[src/design/fpca_pkg.sv]
// ----------------------------------------------------------------------------
// fpca_pkg: shared types and constants of the fit-policy cell allocator
// Field widths, status and policy codes, request kinds, and the per-cell
// step record passed from the scan sequencer to the run picker.
// ----------------------------------------------------------------------------
package fpca_pkg;

  localparam int unsigned TypeW   = 1;
  localparam int unsigned OwnerW  = 16;
  localparam int unsigned SizeW   = 11;
  localparam int unsigned StatusW = 2;
  localparam int unsigned StartW  = 10;
  localparam int unsigned FreedW  = 11;
  localparam int unsigned PolicyW = 2;

  localparam logic [StatusW-1:0] STATUS_DONE    = 2'd0;
  localparam logic [StatusW-1:0] STATUS_NOFIT   = 2'd1;
  localparam logic [StatusW-1:0] STATUS_INVALID = 2'd2;

  localparam logic [PolicyW-1:0] POLICY_FIRST = 2'd0;
  localparam logic [PolicyW-1:0] POLICY_BEST  = 2'd1;
  localparam logic [PolicyW-1:0] POLICY_WORST = 2'd2;

  localparam logic [TypeW-1:0] REQ_ALLOC = 1'b0;
  localparam logic [TypeW-1:0] REQ_CLEAR = 1'b1;

  // One scanned cell as seen by the run picker.
  typedef struct packed {
    logic clr;   // start of a new scan
    logic vld;   // a cell (or the end marker) is presented
    logic free;  // cell is free; low on the end marker
  } step_t;

endpackage

[src/design/fpca_run_pick.sv]
// ----------------------------------------------------------------------------
// fpca_run_pick: free-run tracker and policy selection
// Follows the free runs cell by cell and keeps the run chosen by the
// placement policy. Ties stay with the earliest run.
// ----------------------------------------------------------------------------
module fpca_run_pick #(
  parameter int unsigned AddrW  = 10,
  parameter int unsigned CountW = 11
) (
  input  logic                          clk_i,
  input  logic                          rst_ni,
  input  fpca_pkg::step_t               step_i,
  input  logic [CountW-1:0]             idx_i,
  input  logic [CountW-1:0]             need_i,
  input  logic [fpca_pkg::PolicyW-1:0]  policy_i,
  output logic                          found_o,
  output logic [AddrW-1:0]              best_start_o
);

  logic              found_q, found_d;
  logic [AddrW-1:0]  run_start_q, run_start_d;
  logic [AddrW-1:0]  best_start_q, best_start_d;
  logic [CountW-1:0] run_len_q, run_len_d;
  logic [CountW-1:0] best_len_q, best_len_d;
  logic              take;

  always_comb begin
    found_d      = found_q;
    run_start_d  = run_start_q;
    best_start_d = best_start_q;
    run_len_d    = run_len_q;
    best_len_d   = best_len_q;
    take         = 1'b0;
    if (step_i.clr) begin
      found_d      = 1'b0;
      run_start_d  = '0;
      best_start_d = '0;
      run_len_d    = '0;
      best_len_d   = '0;
    end else if (step_i.vld) begin
      if (step_i.free) begin
        if (run_len_q == '0) begin
          run_start_d = idx_i[AddrW-1:0];
        end
        run_len_d = run_len_q + CountW'(1);
      end else begin
        // close the current run and judge it
        if (run_len_q >= need_i) begin
          unique case (policy_i)
            fpca_pkg::POLICY_BEST:  take = !found_q || (run_len_q < best_len_q);
            fpca_pkg::POLICY_WORST: take = !found_q || (run_len_q > best_len_q);
            default:                take = !found_q;
          endcase
        end
        if (take) begin
          found_d      = 1'b1;
          best_start_d = run_start_q;
          best_len_d   = run_len_q;
        end
        run_len_d = '0;
      end
    end
  end

  always_ff @(posedge clk_i or negedge rst_ni) begin
    if (!rst_ni) begin
      found_q   <= 1'b0;
      run_len_q <= '0;
    end else begin
      found_q   <= found_d;
      run_len_q <= run_len_d;
    end
  end

  always_ff @(posedge clk_i) begin
    run_start_q  <= run_start_d;
    best_start_q <= best_start_d;
    best_len_q   <= best_len_d;
  end

  assign found_o      = found_q;
  assign best_start_o = best_start_q;

endmodule

[config.mk]
export PLATFORM = sky130hd
export DESIGN_NAME = fpca_run_pick
export DESIGN_NICKNAME = d
export VERILOG_FILES = /design/src/design/fpca_pkg.sv /design/src/design/fpca_run_pick.sv
export SDC_FILE = /design/constraint.sdc
export NUM_CORES = 1
export LEC_CHECK = 0
export ABC_CLOCK_PERIOD_IN_PS = 1900
export CAP_MARGIN = 10
export CORE_ASPECT_RATIO = 0.9
export CORE_MARGIN = 4
export CORE_UTILIZATION = 40
export DETAILED_ROUTE_END_ITERATION = 10
export DONT_BUFFER_PORTS = 1
export PLACE_DENSITY = 0.59
export SYNTH_ARGS = -nofsm -noshare
export SYNTH_HDL_FRONTEND = slang
export SYNTH_SLANG_ARGS = --single-unit
[constraint.sdc]
create_clock -name clk_i -period 1.9 [get_ports clk_i]
set_input_delay 0.475 -clock clk_i [delete_from_list [all_inputs] [get_ports clk_i]]
set_output_delay 0.475 -clock clk_i [all_outputs]
set_load 0.02 [all_outputs]
---- Word level (Yosys, flattened, before mapping) ----
Index checks and enable logic that the tools add are counted.
word-level totals
  word-level logic and storage cells ...... 34
  input bits .............................. 29
  output and inout bits ................... 11
  register bits after elaboration ......... 43
operators by class
  equality and inequality tests ........... 3
  bitwise logic cells ..................... 1
  order comparisons ....................... 3
  add/sub/neg operators ................... 1
  reduce and logical (&&, ||, !) cells .... 9
  multiplexer cells ....................... 12
operators with widths
  operator                                                                  count
  11-bit 2-to-1 mux                                                         3
  11-bit by 1-bit adder with 11-bit output (second input constant)          1
  11-bit >= comparator                                                      1
  11-bit > comparator                                                       1
  11-bit logical NOT                                                        1
  11-bit < comparator                                                       1
  3-bit AND reduction                                                       3
  1-bit 2-to-1 mux                                                          8
  2-bit nonzero test                                                        2
  2-bit by 1-bit == test with 1-bit output (second input constant)          1
  2-bit == test (second input constant)                                     1
  1-bit logical OR                                                          2
  2-bit by 1-bit inequality test with 1-bit output (second input constant)  1
  1-bit case mux with 2 select lines                                        1
  1-bit logical NOT                                                         1
  1-bit NOT                                                                 1

---- Depth between registers and ports, before layout ----
  word-level depth ........................ 11
  mapped depth ............................ 9
  depth with buffers taken out ............ 8

---- Least setup slack after synthesis ----
Ideal clock, no wire load.
  path kind ............................... flip-flop to flip-flop
  start ................................... register run_len_q[8]
  end ..................................... register best_len_q[3]
  setup time .............................. 118 ps
  path buffers ............................ 1
  arrival ................................. 1883 ps
  period minus slack after synthesis ...... 2001 ps
  cell stages (with the launch flop) ...... 9
  data required time ...................... 1782 ps
  path slack .............................. -101 ps
  cell sequence ........................... dfrtp_1 ha_1 nand4_1 nor2_1 o2bb2ai_1 o311a_1 o211a_4 buf_12 mux2i_1
between the ends
  longest elaborated chain between the ends .. 8
  elaborated cells on any way between the ends .. 11
  those cells by class .................... order compare: 3; mux: 5; reduce/logical: 3
ends and longest elaborated chain
  item                                                        line                                      text
  start, declared                                             fpca_run_pick.sv:23                       logic [CountW-1:0] run_len_q, run_len_d;
  start signal, assigned                                      fpca_run_pick.sv:71                       run_len_q <= run_len_d;
  11-bit > comparator or 11-bit < comparator (tied branches)  fpca_run_pick.sv:51, fpca_run_pick.sv:50
  1-bit logical OR, on equally long branches                  fpca_run_pick.sv:51, fpca_run_pick.sv:50
  1-bit case mux with 2 select lines                          fpca_run_pick.sv:49                       unique case (policy_i)
  1-bit 2-to-1 mux (*)                                        fpca_run_pick.sv:48                       if (run_len_q >= need_i) begin
  1-bit 2-to-1 mux (*)                                        fpca_run_pick.sv:41                       if (step_i.free) begin
  1-bit 2-to-1 mux (*)                                        fpca_run_pick.sv:40                       end else if (step_i.vld) begin
  1-bit 2-to-1 mux (*)                                        fpca_run_pick.sv:34                       if (step_i.clr) begin
  3-bit AND reduction (no line) (*)                           --
  end signal, assigned                                        fpca_run_pick.sv:78                       best_len_q <= best_len_d;
  end, declared                                               fpca_run_pick.sv:24                       logic [CountW-1:0] best_len_q, best_len_d;
Every way passes the cells marked *; elsewhere a longest branch is shown, timed or not. The select of a mux whose other input is x is not followed.
A chain may end at the register's enable or synchronous reset.

---- Worst setup path after layout ----
  start ................................... register run_len_q[2]
  end ..................................... register best_len_q[5]
Same word-level chain as after synthesis.

==> results.py <==
metrics = {
    "worst_setup_path": {
        "worst-path-max-fanout": 7,
        "r2r-start": "run_len_q[2]",
        "crit_type": "flip-flop to flip-flop",
        "crit_path_start_kind": "flip-flop",
        "required_ns": 2.08,
        "endpoint_kind": "flip-flop",
        "crit_start": "run_len_q[2]",
        "cp.arrival_ns": 2.21,
    },
    "placement": {
        "pre_cts_ws_ns": -0.265,
        "placement.io_buffers": 0,
        "placed_cells_incl_taps": 353,
        "dpl.hpwl_mm": 3.63,
        "postPlaceCellArea_sq_um": 2750,
        "place_congestion": 0.805,
    },
    "pwr": {
        "power_frac_clock": 0.401,
        "seqPwrFrac": 0.538,
        "ir_worst_vdd_mv": 0.327,
        "p_leak_nw": 1.26,
        "power_density_nw_per_um2": 568,
        "power_switching_uw": 397,
        "p_int_mw": 1.32,
        "p_comb_frac": 0.062,
        "switching_share": 0.231,
        "power_mw": 1.72,
    },
    "synth": {
        "synth_flop_cell": "dfxtp_1",
        "ys_top_cells_by_area": "dfxtp_1, ha_1, mux2i_1",
        "syn-cell-area_sq_um": 2500,
        "ys_ff_latch": 43,
        "syn_avg_cell_area_sq_um": 9.28,
        "synth_top_area_frac": 0.249,
        "yosysWarnings": 0,
        "ys_seq_area_frac": 0.369,
        "postSynthCellCount": 269,
        "async_reset_ff_frac": 0.279,
        "synth_edf_count": 0,
        "synth_common_cells": "nand2b_1, dfxtp_1, mux2i_1",
        "ys_types": 37,
        "synth_nets": 323,
        "yosys.area.top_type": "dfxtp_1",
        "synth_most_common_cell": "nand2b_1",
    },
    "floorplanning": {
        "die-area_sq_um": 7570,
        "die_y_um": 82.9,
        "ios": 40,
        "initial_core_util": 0.410,
        "die_x_um": 91.3,
        "rows": 27,
        "coreArea_sq_um": 6080,
    },
    "final_layout": {
        "area_delta_synth_final_pct": 21.1,
        "fillCellCount": 582,
        "antenna_cells": 0,
        "finish.utilization": 0.497,
        "final_area_sq_um": 3020,
        "drive_gt1_frac": 0.197,
        "layout.nets": 347,
        "fin_cells": 366,
    },
    "clocking": {
        "clock-root-buffer": "clkbuf_8",
        "cts-htree-levels": 2,
        "cts_tree": "built",
        "clk_latency_ns": 0.30,
        "cts_buffer_depth": 2,
        "cts_buffers": 5,
        "numClockSinks": 43,
        "clk_pin_slew_ns": 0.09,
    },
    "detailed_routing": {
        "vias": 1819,
        "wl_met3_um": 147,
        "final_antenna_net_count": 0,
        "finalWirelength_mm": 4.98,
        "drtIter0Drc": 98,
        "top_layer_used": "met4",
        "drc_errors": 0,
        "route.met2.wl_mm": 2.37,
        "route.layer.met1.wl_mm": 2.43,
        "detail_route.wl_per_cell_um": 13.6,
        "vias_per_cell": 4.97,
        "first_pass_iters": 4,
    },
    "sta": {
        "skew_ns": 0.0141,
        "setup_tns_ns": -2.57,
        "period_needed_ns": 2.03,
        "finalSetupViolations": 21,
        "layout_setup_ws_ns": -0.134,
        "rsz0062_at_grt": "yes",
        "drv_slew": 0,
        "slew_headroom": 0.611,
        "whs_ns": 0.241,
        "worst_slew_pin_slew_ns": 0.583,
        "period_share": 1.07,
        "fmax_ghz": 0.492,
        "hold_viol_final": 0,
    },
    "grt": {
        "antenna_found_initial": 0,
        "grt_max_degree": 60,
        "grt_pass1_wl_mm": 8.44,
        "track_usage": 0.134,
        "overflow": 0,
        "grt_pass1_vias": 1727,
    },
    "run": {
        "max-cap-violations": 0,
    },
    "run_status": {
        "outcome": "finished with violations",
        "violations": "negative setup slack",
    },
    "worst_hold_path": {
        "min-delay-start": "step_i[2]",
        "holdCritPathClass": "primary input to flip-flop",
    },
}
## power groups by stage
stage	Clock (mW)	Sequential, mW	Combinational (mW)
final	0.687	0.922	0.106
after global routing	0.755	0.925	0.122
after CTS	0.712	0.923	0.105
after detailed placement	0	0.943	0.0961
after global placement	0	0.943	0.0944
after floorplan	0	0.943	0.0866
## worst paths after layout
path                              endpoint  slack (ns)  cells past startpoint
max                          best_len_q[5]       -0.13                      8
min                           run_len_q[2]        0.24                      1
max reg2reg                  best_len_q[5]       -0.13                      8
min reg2reg                best_start_o[8]        0.47                      2
max in group asynchronous     run_len_q[2]        0.90                      1
min in group asynchronous     run_len_q[7]        0.60                      1
## cell usage in the layout (no fill, tap or decap), types with 2 or more instances in the layout
cell | netlist | layout
inv_1 | 24 | 24
dfxtp_1 | 31 | 30
or3_1 | 3 | 3
a21oi_1 | 11 | 10
xor2_1 | 4 | 4
clkbuf_8 | 0 | 5
mux2i_1 | 31 | 31
nand2b_1 | 45 | 45
nand4_1 | 5 | 5
ha_1 | 25 | 18
a21oi_2 | 2 | 2
buf_4 | 0 | 21
o21ai_1 | 1 | 2
nor2_1 | 23 | 22
and3_1 | 2 | 2
ha_4 | 0 | 7
o21ai_0 | 8 | 6
buf_6 | 0 | 2
dfrtp_2 | 0 | 2
nand2_1 | 14 | 14
dfrtp_1 | 12 | 10
buf_12 | 2 | 3
## timing repair
item / 4_1_cts / 5_1_grt
endpoints found under the setup margin: 21 / 21
gates resized for setup: 12 / 9
setup buffers: 2 / 2
endpoints found under the hold margin: 12 / 0
hold buffers: 1 / 0
pin swaps: 9 / 8
## state kept, by name, summed over array words and instances, names as in the netlist
| register | flops |
|---|---|
| best_len_q | 11 |
| best_start_o | 10 |
| found_o | 1 |
| run_len_q | 11 |
| run_start_q | 10 |
## layout make-up
| class | count | area [sq um] | share of cell area |
|---|---|---|---|
| well taps | 72 | 90.1 | 0.0298 |
| clock buffers | 6 | 93.8 | 0.0311 |
| inverters | 24 | 90.1 | 0.0298 |
| clock inverters | 2 | 15.0 | 0.00497 |
| repair buffers | 27 | 250 | 0.0828 |
| multi-input cells | 192 | 1560 | 0.516 |
| flip-flops and latches | 43 | 925 | 0.306 |
## critical path, cell delays in order (launching register included)
cell,delay [ns]
dfrtp_2,0.46
ha_4,0.24
a21oi_2,0.15
o21ai_2,0.09
o2bb2ai_2,0.14
o311a_1,0.30
o211a_4,0.29
buf_12,0.15
mux2i_1,0.11
## routing by layer
layer  vias up  GRT usage
li1        955          -
met1       844      0.186
met2        16      0.215
met3         4     0.0335
met4         0     0.0205
met5         -          0
## cell families after synthesis
kind of cell	after synthesis	synth area share
adders and majority gates	25	0.125
xor gates and xnor gates	4	0.0140
DFF	43	0.369
muxes	32	0.129
buffers and inverters	34	0.0647
and+or+nand+nor	98	0.210
AOI/OAI and AO/OA	33	0.0882
(Power assumes the default switching activity.)
